## config.mk

```make
export PLATFORM = sky130hd
export DESIGN_NAME = bresenham_line_rasterizer_top
export DESIGN_NICKNAME = d
export VERILOG_FILES = /design/src/brl_pkg.sv /design/src/bresenham_line_rasterizer_top.sv /design/src/brl_ctrl.sv /design/src/brl_datapath.sv
export SDC_FILE = /design/constraint.sdc
export NUM_CORES = 1
export LEC_CHECK = 0
export CORE_MARGIN = 2
export CORE_UTILIZATION = 65
export DETAILED_ROUTE_END_ITERATION = 6
export DONT_BUFFER_PORTS = 1
export HOLD_SLACK_MARGIN = 0.05
export PLACE_DENSITY = 0.85
export SYNTH_ARGS = -nofsm -noshare
export SYNTH_HDL_FRONTEND = slang
export SYNTH_SLANG_ARGS = --single-unit
```

## constraint.sdc

```tcl
create_clock -name clk -period 19.93 [get_ports clk]
set_clock_uncertainty 0.2 [all_clocks]
set_input_delay 2.9895 -clock clk [delete_from_list [all_inputs] [get_ports clk]]
set_output_delay 2.9895 -clock clk [all_outputs]
set_load 0.02 [all_outputs]
```

## src/brl_pkg.sv

```systemverilog
`default_nettype none
package brl_pkg;

	localparam int CoordW = 6;
	localparam int SizeW  = 7;
	localparam int IndexW = 12;
	localparam int ColorW = 24;
	localparam int ErrW   = 9;

	localparam logic [0:0] RegFrameWidth  = 1'b0;
	localparam logic [0:0] RegFrameHeight = 1'b1;

	typedef struct packed {
		logic [CoordW-1:0] start_x;
		logic [CoordW-1:0] start_y;
		logic [CoordW-1:0] end_x;
		logic [CoordW-1:0] end_y;
		logic [7:0]        red;
		logic [7:0]        green;
		logic [7:0]        blue;
	} in_word_t;

	typedef struct packed {
		logic [CoordW-1:0] pixel_x;
		logic [CoordW-1:0] pixel_y;
		logic [IndexW-1:0] pixel_index;
		logic [ColorW-1:0] packed_color;
		logic              write_enable;
		logic              last_pixel;
	} out_word_t;

	typedef struct packed {
		logic load;
		logic setup;
		logic step;
	} brl_cmd_t;

	typedef struct packed {
		logic out_free;
		logic last;
	} brl_sts_t;

endpackage
`default_nettype wire

```

## src/bresenham_line_rasterizer_top.sv

```systemverilog
// channel | dir | valid     | stall     | word
// line    | in  | in_valid  | in_stall  | in_word  (in_word_t: endpoints, colour)
// pixel   | out | out_valid | out_stall | out_word (out_word_t: one pixel)
// config  | in  | APB: psel, penable, pwrite, paddr, pwdata, prdata, pready
//
// A line of n pixels (n = major span + 1, 1 to 64) is accepted, set up, then walked
// in n steps, one step a cycle while no output stall holds the walk loop.
// A new line is accepted as soon as the previous last pixel is in the output
// register, even while that pixel still waits.
// Out stalls hold the walk; in_stall is high from accept until the last step.
// Reset clears control state; frame registers reset to 64 by 64.
`default_nettype none
module bresenham_line_rasterizer_top
	import brl_pkg::*;
#(
	parameter int MAX_DIM = 64
) (
	input  wire logic        clk,
	input  wire logic        arst_n,
	input  wire logic        in_valid,
	output logic             in_stall,
	input  wire in_word_t    in_word,
	output logic             out_valid,
	input  wire logic        out_stall,
	output out_word_t        out_word,
	input  wire logic        psel,
	input  wire logic        penable,
	input  wire logic        pwrite,
	input  wire logic [2:0]  paddr,
	input  wire logic [31:0] pwdata,
	output logic [31:0]      prdata,
	output logic             pready
);

	logic [SizeW-1:0] frame_width_q, frame_height_q;
	brl_cmd_t         cmd;
	brl_sts_t         sts;
	logic             wr_en;

	assign pready = 1'b1;
	assign wr_en  = psel && penable && pwrite;

	always_ff @(posedge clk or negedge arst_n) begin
		if (!arst_n) begin
			frame_width_q  <= SizeW'(64);
			frame_height_q <= SizeW'(64);
		end else if (wr_en) begin
			if (paddr[2] == RegFrameWidth) begin
				frame_width_q <= pwdata[SizeW-1:0];
			end else begin
				frame_height_q <= pwdata[SizeW-1:0];
			end
		end
	end

	assign prdata = (paddr[2] == RegFrameWidth) ? 32'(frame_width_q) : 32'(frame_height_q);

	brl_ctrl u_ctrl (
		.clk      (clk),
		.arst_n   (arst_n),
		.in_valid (in_valid),
		.in_stall (in_stall),
		.sts      (sts),
		.cmd      (cmd)
	);

	brl_datapath #(
		.MAX_DIM (MAX_DIM)
	) u_datapath (
		.clk          (clk),
		.arst_n       (arst_n),
		.in_word      (in_word),
		.frame_width  (frame_width_q),
		.frame_height (frame_height_q),
		.cmd          (cmd),
		.sts          (sts),
		.out_valid    (out_valid),
		.out_stall    (out_stall),
		.out_word     (out_word)
	);

`ifndef SYNTH
	a_cmd_excl: assert property (@(posedge clk) disable iff (!arst_n)
		$onehot0({cmd.load, cmd.setup, cmd.step}))
		else $error("controller commands overlap");

	a_busy_after_accept: assert property (@(posedge clk) disable iff (!arst_n)
		in_valid && !in_stall |=> in_stall && cmd.setup)
		else $error("line accepted without setup");

	a_clip_index: assert property (@(posedge clk) disable iff (!arst_n)
		out_valid && !out_word.write_enable |-> out_word.pixel_index == '0)
		else $error("clipped pixel carries an index");

	a_step_needs_room: assert property (@(posedge clk) disable iff (!arst_n)
		cmd.step |-> !out_valid || !out_stall)
		else $error("pixel overwrote a waiting word");
`endif

endmodule
`default_nettype wire

```

## src/brl_ctrl.sv

```systemverilog
`default_nettype none
module brl_ctrl
	import brl_pkg::*;
(
	input  wire logic     clk,
	input  wire logic     arst_n,
	input  wire logic     in_valid,
	output logic          in_stall,
	input  wire brl_sts_t sts,
	output brl_cmd_t      cmd
);

	typedef enum logic [2:0] {
		ST_IDLE  = 3'b001,
		ST_SETUP = 3'b010,
		ST_WALK  = 3'b100
	} state_t;

	state_t state_q;
	state_t state_nxt;

	always_comb begin
		state_nxt = state_q;
		cmd       = '0;
		in_stall  = 1'b1;
		case (state_q)
			ST_IDLE: begin
				in_stall = 1'b0;
				if (in_valid) begin
					cmd.load  = 1'b1;
					state_nxt = ST_SETUP;
				end
			end
			ST_SETUP: begin
				cmd.setup = 1'b1;
				state_nxt = ST_WALK;
			end
			ST_WALK: begin
				if (sts.out_free) begin
					cmd.step = 1'b1;
					if (sts.last) begin
						state_nxt = ST_IDLE;
					end
				end
			end
			default: begin
				state_nxt = ST_IDLE;
			end
		endcase
	end

	always_ff @(posedge clk or negedge arst_n) begin
		if (!arst_n) begin
			state_q <= ST_IDLE;
		end else begin
			state_q <= state_nxt;
		end
	end

endmodule
`default_nettype wire

```

## src/brl_datapath.sv

```systemverilog
`default_nettype none
module brl_datapath
	import brl_pkg::*;
#(
	parameter int MAX_DIM = 64
) (
	input  wire logic             clk,
	input  wire logic             arst_n,
	input  wire in_word_t         in_word,
	input  wire logic [SizeW-1:0] frame_width,
	input  wire logic [SizeW-1:0] frame_height,
	input  wire brl_cmd_t         cmd,
	output brl_sts_t              sts,
	output logic                  out_valid,
	input  wire logic             out_stall,
	output out_word_t             out_word
);

	localparam logic [CoordW-1:0] CoordMax = CoordW'(MAX_DIM - 1);

	function automatic logic [CoordW-1:0] clamp(input logic [CoordW-1:0] v);
		clamp = (v > CoordMax) ? CoordMax : v;
	endfunction

	in_word_t                 in_q;
	logic [CoordW-1:0]        major_pos_q, minor_pos_q, major_end_q;
	logic [CoordW-1:0]        dmaj_q, dmin_q;
	logic signed [ErrW-1:0]   err_q;
	logic                     neg_q, steep_q;
	logic [ColorW-1:0]        held_color_q;
	logic                     out_valid_q;
	out_word_t                out_word_q;

	// setup
	logic [CoordW-1:0] x0, y0, x1, y1, adx, ady;
	logic [CoordW-1:0] a0, b0, a1, b1, ma0, mi0, ma1, mi1;
	logic              steep, swap, neg;
	logic [CoordW-1:0] dmaj, dmin;
	logic signed [ErrW-1:0] err_init;

	always_comb begin
		x0    = clamp(in_q.start_x);
		y0    = clamp(in_q.start_y);
		x1    = clamp(in_q.end_x);
		y1    = clamp(in_q.end_y);
		adx   = (x1 > x0) ? x1 - x0 : x0 - x1;
		ady   = (y1 > y0) ? y1 - y0 : y0 - y1;
		steep = !(ady < adx);
		a0    = steep ? y0 : x0;
		b0    = steep ? x0 : y0;
		a1    = steep ? y1 : x1;
		b1    = steep ? x1 : y1;
		swap  = a0 > a1;
		ma0   = swap ? a1 : a0;
		mi0   = swap ? b1 : b0;
		ma1   = swap ? a0 : a1;
		mi1   = swap ? b0 : b1;
		dmaj  = ma1 - ma0;
		neg   = mi0 > mi1;
		dmin  = neg ? mi0 - mi1 : mi1 - mi0;
		err_init = $signed({2'b00, dmin, 1'b0}) - $signed({3'b000, dmaj});
	end

	// walk
	logic [CoordW-1:0]         px, py;
	logic                      in_frame, last;
	logic [CoordW+SizeW:0]     lin;
	out_word_t                 pix;
	logic signed [ErrW-1:0]    inc_diag, inc_flat;

	always_comb begin
		px       = steep_q ? minor_pos_q : major_pos_q;
		py       = steep_q ? major_pos_q : minor_pos_q;
		in_frame = ({1'b0, px} < frame_width) && ({1'b0, py} < frame_height);
		last     = major_pos_q >= major_end_q;
		lin      = (CoordW+SizeW+1)'(py) * (CoordW+SizeW+1)'(frame_width)
			+ (CoordW+SizeW+1)'(px);
		inc_diag = $signed({2'b00, dmin_q, 1'b0}) - $signed({2'b00, dmaj_q, 1'b0});
		inc_flat = $signed({2'b00, dmin_q, 1'b0});
		pix.pixel_x      = px;
		pix.pixel_y      = py;
		pix.pixel_index  = in_frame ? lin[IndexW-1:0] : '0;
		pix.packed_color = held_color_q;
		pix.write_enable = in_frame;
		pix.last_pixel   = last;
	end

	always_ff @(posedge clk) begin
		if (cmd.load) begin
			in_q <= in_word;
		end
		if (cmd.setup) begin
			major_pos_q  <= ma0;
			minor_pos_q  <= mi0;
			major_end_q  <= ma1;
			dmaj_q       <= dmaj;
			dmin_q       <= dmin;
			err_q        <= err_init;
			neg_q        <= neg;
			steep_q      <= steep;
			held_color_q <= {in_q.red, in_q.green, in_q.blue};
		end else if (cmd.step) begin
			if (err_q > 0) begin
				minor_pos_q <= neg_q ? minor_pos_q - 1'b1 : minor_pos_q + 1'b1;
				err_q       <= err_q + inc_diag;
			end else begin
				err_q <= err_q + inc_flat;
			end
			if (!last) begin
				major_pos_q <= major_pos_q + 1'b1;
			end
		end
		if (cmd.step) begin
			out_word_q <= pix;
		end
	end

	always_ff @(posedge clk or negedge arst_n) begin
		if (!arst_n) begin
			out_valid_q <= 1'b0;
		end else if (cmd.step) begin
			out_valid_q <= 1'b1;
		end else if (!out_stall) begin
			out_valid_q <= 1'b0;
		end
	end

	assign sts.out_free = !out_valid_q || !out_stall;
	assign sts.last     = last;
	assign out_valid    = out_valid_q;
	assign out_word     = out_word_q;

endmodule
`default_nettype wire

```

Yosys cells after proc, flatten, opt, wreduce, memory -nomap -nowiden

Cells that the tools add are included.
Widths: inputs -> output; s select.

Bits of input ports: 90
Register bits: 181

Reduce and logical (&&, ||, !) cells: 14
Equal/unequal tests: 8
$add $sub $neg: 15
Muxes and demuxes: 40
Order comparisons: 13
Bitwise logic cells: 1
$mul: 1

Operators with widths:

| cell                | number |
|---|---|
| $mux 6              | 24 |
| $sub 6x6->6         | 7 |
| $mux 9              | 3 |
| $gt 6x6->1          | 4 |
| $gt 6x6->1 const B  | 4 |
| $add 9x8->9         | 2 |
| $lt 6x7->1          | 2 |
| $add 12x6->12       | 1 |
| $add 6x1->6 const B | 2 |
| $mul 6x7->12        | 1 |
| $gt 9x1->1 const B  | 1 |
| $mux 3              | 3 |
| $pmux 3 s3          | 1 |
| $mux 1              | 8 |
| $reduce_and 2->1    | 4 |
| $sub 7x6->8         | 1 |
| $sub 7x7->8         | 1 |
| $mux 7              | 1 |
| $ge 6x6->1          | 1 |
| $lt 6x6->1          | 1 |
| $ne 2x2->1 const B  | 3 |
| $sub 6x1->6 const B | 1 |
| $ne 2x1->1 const B  | 2 |
| $reduce_bool 2->1   | 2 |
| 8 further kinds     | 12 |

Logic depth before layout (Yosys ltp)

Gate-level depths: netlist (run 1).

Depth in word-level cells: 12
Mapped depth: 49
Gate-level depth less buffers: 43

Modules after synthesis

A second synthesis (run 1) with hierarchy kept.

Cells, all modules: 1,085
Area, all modules: 11,962.7 µm²

By module, submodules not included:

| module                        | area each (µm²) | instances | cells an instance | sequential area each (µm²) |
|---|---|---|---|---|
| brl_datapath                  | 10,963.0        | 1         | 1,007             | 4,919.7 |
| bresenham_line_rasterizer_top | 839.6           | 1         | 66                | 352.8 |
| brl_ctrl                      | 160.2           | 1         | 12                | 76.3 |

Worst setup path after synthesis (run 1)

No wires, ideal clock.

Path kind: flip-flop to flip-flop
From: reg u_datapath.in_q[43] (netlist bit)
To: reg u_datapath.err_q[6] (data pin)
Data required time: 19.470 ns
Arrival time: 8.951 ns
Period minus slack after synthesis: 9.411 ns
Cell stages (with the launch flop): 47
Slack: 10.519 ns
Buffers on the path: 7
Cell sequence: edfxtp_1 > clkbuf_1 > ha_1 > ha_1 > o21a_1 > o21ai_0 > nand2_1 > o21ai_0 > nor2_1 > o21ai_1 > mux2i_1 > xor2_1 > ha_1 > a21oi_1 > o21a_1 > o21a_1 > buf_2 > buf_1 > [11 not listed] > nand2_1 > o211ai_1 > and2_1 > ha_1 > fa_1 > and2b_1 > o21ai_1 > a21o_1 > a21oi_4 > mux2i_1 > ha_1 > nor2b_1 > o21ai_0 > nand2b_1 > a21o_1 > a21oi_1 > xor3_1 > mux2_2

Word-level cells in the longest chain between the ends: 12

Ends and longest elaborated chain:

| item                                             | line                                   | text |
|---|---|---|
| start, declared                                  | brl_datapath.sv:25                     | `in_word_t in_q;` |
| start signal, assigned                           | brl_datapath.sv:90                     | `in_q <= in_word;` |
| $gt 6x6->1                                       | brl_datapath.sv:22                     | `clamp = (v > CoordMax) ? CoordMax : v;` |
| $mux 6 *                                         | brl_datapath.sv:22                     |  |
| $sub 6x6->6 / $gt 6x6->1 (equally long branches) | brl_datapath.sv:46                     | `adx = (x1 > x0) ? x1 - x0 : x0 - x1;` |
| $mux 6                                           | brl_datapath.sv:46                     |  |
| $lt 6x6->1                                       | brl_datapath.sv:48                     | `steep = !(ady < adx);` |
| $mux 6 (on tied branches)                        | brl_datapath.sv:49, brl_datapath.sv:51 |  |
| $gt 6x6->1                                       | brl_datapath.sv:53                     | `swap = a0 > a1;` |
| $mux 6 (on tied branches)                        | brl_datapath.sv:55, brl_datapath.sv:57 |  |
| $gt 6x6->1 *                                     | brl_datapath.sv:59                     | `neg = mi0 > mi1;` |
| via u_datapath.neg                               | brl_datapath.sv:37                     | `logic steep, swap, neg;` |
| $mux 6 *                                         | brl_datapath.sv:60                     | `dmin = neg ? mi0 - mi1 : mi1 - mi0;` |
| via u_datapath.dmin[1]                           | brl_datapath.sv:38                     | `logic [CoordW-1:0] dmaj, dmin;` |
| $sub 7x6->8 *                                    | brl_datapath.sv:61                     | `err_init = $signed({2'b00, dmin, 1'b0}) - $signed({3'b000, dmaj});` |
| $mux 9 *                                         | brl_datapath.sv:92                     | `if (cmd.setup) begin` |
| end signal, assigned                             | brl_datapath.sv:98                     | `err_q <= err_init;` |
| end signal, assigned                             | brl_datapath.sv:105                    | `err_q <= err_q + inc_diag;` |
| end signal, assigned                             | brl_datapath.sv:107                    | `err_q <= err_q + inc_flat;` |
| end, declared                                    | brl_datapath.sv:28                     | `logic signed [ErrW-1:0] err_q;` |

Mark *: on every way through the listed nets, which the timed path passes. The rest lies on a longest branch.
A chain may end at the register's enable or synchronous reset.

Final worst setup path (run 1)

From: reg u_datapath.in_q[31] (netlist bit)
To: reg u_datapath.err_q[6] (data pin)

Same word-level chain as after synthesis.

==> results of run 1 <==
[area by class of cell]
| type | instances | area, sq um |
|---|---|---|
| clock buffer | 17 | 425.4 |
| fill | 1228 | 5375 |
| inverter | 124 | 465.4 |
| tap | 229 | 286.5 |
| timing repair buffer | 5 | 37.54 |
| multi-input combinational | 749 | 5749 |
| sequential | 181 | 5349 |
| clock inverter | 15 | 214.0 |
[cells by family (layout without fill, tap and decap cells)]
| kind of cell | after synthesis | count (layout) | synth area share [%] |
|---|---|---|---|
| fa+ha+maj | 142 | 142 | 16.91 |
| buf+inv | 193 | 161 | 7.120 |
| compound gates | 213 | 213 | 11.39 |
| flops | 181 | 181 | 45.16 |
| mux | 65 | 65 | 5.821 |
| xor+xnor | 58 | 58 | 4.416 |
| other cells | 2 | 26 | 0.06341 |
| simple gates | 245 | 245 | 9.117 |
[worst max-delay path: cells and delay by family, from the launching register on]
family	cells	cell delay [ns]
AOI/OAI and AO/OA	18	3.87
xor gates and xnor gates	2	0.41
adders and majority gates	6	1.89
buffers and inverters	4	1.45
DFF	1	0.43
muxes	4	1.30
and+or+nand+nor	8	1.24
[how the worst max path moves through the flow]
stage,start,to,slack (ns)
global placement,u_datapath.in_q[31],u_datapath.err_q[6],9.17
global route,u_datapath.in_q[39],u_datapath.err_q[6],8.06
floorplan,u_datapath.in_q[43],u_datapath.err_q[6],10.52
CTS,u_datapath.in_q[39],u_datapath.err_q[6],8.93
finish,u_datapath.in_q[31],u_datapath.err_q[6],8.86
detailed placement,u_datapath.in_q[31],u_datapath.err_q[6],9.02
[synth_stat cells (4+ instances only)]
| master | number |
|---|---|
| nand3_1 | 6 |
| xor2_1 | 17 |
| nand2_1 | 86 |
| nand2b_1 | 10 |
| nor3_1 | 10 |
| o211ai_1 | 13 |
| o21a_1 | 10 |
| inv_1 | 123 |
| buf_2 | 8 |
| edfxtp_1 | 163 |
| a211oi_1 | 5 |
| nor2b_1 | 12 |
| mux2i_1 | 37 |
| fa_1 | 31 |
| o21ai_0 | 37 |
| a21oi_1 | 75 |
| and2_1 | 10 |
| ha_1 | 108 |
| a31oi_1 | 7 |
| nor2_1 | 91 |
| mux2_2 | 27 |
| buf_4 | 27 |
| o22ai_1 | 4 |
| nand4_1 | 5 |
| clkbuf_1 | 29 |
| a21o_1 | 22 |
| dfrtp_1 | 15 |
| buf_1 | 4 |
| xnor2_1 | 40 |
| o21bai_1 | 9 |
[metrics by stage]
step	utilization, %	std cells	setup WS [ns]	hold slack, ns
after floorplan	-	1123	10.52	0.2003
after global placement	66.40	1288	9.174	0.2013
after detailed placement	66.40	1288	9.024	0.2045
after CTS	69.97	1320	8.928	0.2222
after global routing	69.97	1320	8.063	0.2299
final	69.97	1320	8.861	0.2208
[flip-flops by register name, indices dropped and copies added (netlist names)]
name                     cells
frame_height_q               7
frame_width_q                7
u_ctrl.state_q               3
u_datapath.dmaj_q            6
u_datapath.dmin_q            6
u_datapath.err_q             9
u_datapath.held_color_q     24
u_datapath.in_q             48
u_datapath.major_end_q       6
u_datapath.major_pos_q       6
u_datapath.minor_pos_q       6
u_datapath.neg_q             1
u_datapath.out_valid         1
u_datapath.out_word         50
u_datapath.steep_q           1
[routing by layer]
metal | part of all wire, % | vias up | global-route usage, %
li1 | - | 3724 | -
met1 | 43 | 3723 | 32.54
met2 | 49 | 316 | 41.56
met3 | 6.6 | 40 | 6.043
met4 | 1.9 | 2 | 7.815
met5 | 0.055 | - | 0
==> flow_summary.json, run 1 <==
{
  "holdPathStages": 0,
  "port_buffers": 0,
  "synth.largest_area_cell": "edfxtp_1",
  "synth_top_flop_cell": "edfxtp_1",
  "postLayoutCellArea_sq_mm": 0.01253,
  "synth_async_sr_flop_share_pct": 9.945,
  "end_kind": "flip-flop",
  "ys_types": 66,
  "wl_per_cell_um": 18.00,
  "hpwl_um": 17710,
  "worstSetupPathType": "reg2reg",
  "final_common_cell": "edfxtp_1",
  "synthTopCellsByArea": "edfxtp_1 (41%), ha_1 (11%), fa_1 (5.2%)",
  "min_period_ns": 11.07,
  "drt_iter0_drc": 675,
  "synth_seq_cells": 181,
  "synth.avg_cell_area_sq_um": 10.78,
  "die-area_sq_mm": 0.01932,
  "gr-total-overflow": 0,
  "start_kind": "flip-flop",
  "r2r-start": "u_datapath.in_q[31]",
  "min-delay-start": "u_datapath.in_q[17]",
  "max-slew-margin-rel_pct": 21.40,
  "seq_area_frac_synth_pct": 45.16,
  "h-tree-depth": 4,
  "final_cell_mix": "edfxtp_1 (163), inv_1 (121), ha_1 (108)",
  "synth_area_sq_mm": 0.01184,
  "maxSlewViolCount": 0,
  "worst_slew_pin_slew_ns": 1.179,
  "vias_per_cell": 5.913,
  "place_area_sq_mm": 0.01189,
  "antenna_found_initial": 1,
  "cap_viol_max_count": 0,
  "initial_core_util_pct": 66.16,
  "io_pins": 175,
  "vias": 7805,
  "grt_pass1_wl_um": 38370,
  "hold-path-endpoint": "u_datapath.held_color_q[17]",
  "dieHeight_um": 139.0,
  "cts_inserted_buffers": 17,
  "place.gp.congestion": 0.9366,
  "crit_slowest_cell": "o211a_1",
  "finalWirelength_um": 23760,
  "clock_sinks": 181,
  "synth_edf_count": 163,
  "cts_tree": "built",
  "area_growth_pct": 5.768,
  "ff2ff_path_depth": 42,
  "ctsHoldBuffers": 0,
  "post_cts_resized": 0,
  "max_stage_delay_ns": 0.63,
  "cts_root_buf": "clkbuf_16",
  "drc": 0,
  "final_layout_size_suffix_gt1_share_pct": 7.516,
  "worstPathRequired_ns": 19.91,
  "grt_max_degree": 60,
  "synth_warnings": 0,
  "critical_path_peak_fanout": 34,
  "insertion_delay_ns": 0.44,
  "yosysTopAreaCellShare_pct": 41.33,
  "path_clk_slew_ns": 0.08,
  "hold_viol_final": 0,
  "rr_endpoint": "u_datapath.err_q[6]",
  "diodes": 0,
  "rrSetupSlack_ns": 8.86,
  "setup_viol": 0,
  "grtUsageTotal_pct": 24.93,
  "grt_pass1_vias": 7599,
  "fp.coreArea_sq_mm": 0.01790,
  "status": "completed",
  "rows": 49,
  "firstDrtPassIters": 7,
  "synthCells": 1099,
  "setup_tns_ns": 0,
  "cts_buffer_depth": 2,
  "fin_crit_sh_pct": 55.54,
  "final_nets": 1307,
  "cp_common_cell": "ha_1",
  "grt_setup_unrepaired": "no",
  "cts_setup_buffers": 0,
  "postRouteAntennaNets": 0,
  "arrival_ns": 11.05,
  "hold_class": "reg2reg",
  "fmax_mhz": 90.34,
  "die_x_um": 139.0
}
Power of run 1 is not shown: default switching activity piles up to over one toggle a cycle in this logic, so the estimate is an artifact.
==> inputs of run 2 (changes only) <==
- clock period: 19.93 -> 11.1 ns (I/O delays scaled with it)
==> flow_summary.json, run 2 (same netlist as run 1, synthesis figures left out) <==
{
  "setup_tns_ns": 0,
  "start_kind": "flip-flop",
  "die-area_sq_mm": 0.01932,
  "h-tree-depth": 4,
  "worstSetupPathType": "reg2reg",
  "path_delay_family": "compound AO/OA/AOI/OAI gates",
  "clock_sinks": 181,
  "hold_viol_final": 0,
  "min_period_ns": 10.47,
  "area_growth_pct": 5.852,
  "die_x_um": 139.0,
  "status": "completed",
  "cts_buffer_depth": 2,
  "fp.coreArea_sq_mm": 0.01790,
  "post_cts_resized": 0,
  "fin_crit_sh_pct": 94.29,
  "setup_viol": 0,
  "grt_setup_unrepaired": "no",
  "dieHeight_um": 139.0,
  "crit_slowest_cell": "o211a_1",
  "cp_common_cell": "ha_1",
  "hold_class": "reg2reg",
  "ctsHoldBuffers": 0,
  "drt_iter0_drc": 778,
  "final_cell_mix": "edfxtp_1 (163), inv_1 (121), ha_1 (108)",
  "arrival_ns": 10.46,
  "vias": 7819,
  "final_nets": 1309,
  "fin_util_pct": 70.03,
  "seq_area_sq_mm": 0.005349,
  "cts_tree": "built",
  "port_buffers": 0,
  "max_stage_delay_ns": 0.52,
  "initial_core_util_pct": 66.16,
  "wl_per_cell_um": 18.03,
  "grt_pass1_wl_um": 37980,
  "maxSlewViolCount": 0,
  "multi_input_area_sq_mm": 0.005749,
  "grt_pass1_vias": 7510,
  "cts_root_buf": "clkbuf_16",
  "fmax_mhz": 95.55,
  "io_pins": 175,
  "layout.cells.non_filler": 1322,
  "diodes": 0,
  "cts_inserted_buffers": 17,
  "end_kind": "flip-flop",
  "final_common_cell": "edfxtp_1",
  "gr-total-overflow": 0,
  "grt_max_degree": 60,
  "antenna_found_initial": 0,
  "cts_setup_buffers": 0,
  "worst_slew_pin_slew_ns": 1.195,
  "hpwl_um": 17790,
  "max-slew-margin-rel_pct": 20.36,
  "crit_buf_inv": 5,
  "critical_path_peak_fanout": 25,
  "path_clk_slew_ns": 0.08,
  "postRouteAntennaNets": 0,
  "ff2ff_path_depth": 43,
  "rows": 49,
  "final_layout_size_suffix_gt1_share_pct": 7.685,
  "insertion_delay_ns": 0.44,
  "dp_cells": 1290,
  "firstDrtPassIters": 5,
  "vias_per_cell": 5.915,
  "place.gp.congestion": 0.9721,
  "largest_register_ffs": 50,
  "cap_viol_max_count": 0,
  "worstPathRequired_ns": 11.09,
  "holdPathStages": 0,
  "crit_cells": 43,
  "timing.hold.ws_ns": 0.2212,
  "grtUsageTotal_pct": 24.88,
  "drc": 0,
  "n_fill_cell": 1246,
  "finalWirelength_um": 23840
}
==> run 2: changes by cell type in the layout (fill, tap and decap cells not counted) <==
cell	previous run	this run
buf_4	5	7
inv_12	5	4
inv_8	0	1
==> run 2: metal layers <==
layer / part of all wire [%] / vias up / global-route usage (%) / wire [um]
met5: 0 / - / 0 / 0
met4: 1.7 / 0 / 7.337 / 414
met3: 7.2 / 40 / 5.387 / 1705
met2: 49 / 333 / 41.59 / 11620
met1: 42 / 3718 / 33.00 / 10090
li1: - / 3728 / - / -
==> run 2: cell type report <==
class / instances / area share, %
timing repair buffer: 7 / 0.4192
sequential: 181 / 42.66
clock inverter: 15 / 1.667
clock buffer: 17 / 3.393
inverter: 124 / 3.713
multi-input combinational: 749 / 45.86
tap: 229 / 2.285
==> run 2: metrics by stage <==
step	instance area [sq um]	worst slack, ns
2_1_floorplan	11930	1.689
3_3_place_gp	11900	1.093
3_5_place_dp	11900	0.9256
4_1_cts	12540	0.7905
5_1_grt	12540	0.1590
6_report	12540	0.6338
==> run 2: path summary, 6_finish.rpt <==
kind	startpoint	end	slack, ns
hold reg to reg	u_datapath.in_q[3]	u_datapath.held_color_q[3]	0.22
max in group asynchronous	arst_n	u_ctrl.state_q[0]	9.81
setup reg to reg	u_datapath.in_q[31]	u_datapath.err_q[6]	0.63
hold / removal	u_datapath.in_q[3]	u_datapath.held_color_q[3]	0.22
min in group asynchronous	arst_n	frame_height_q[3]	0.71
setup / recovery	u_datapath.in_q[31]	u_datapath.err_q[6]	0.63
Power of run 2 is left out for the same reason.
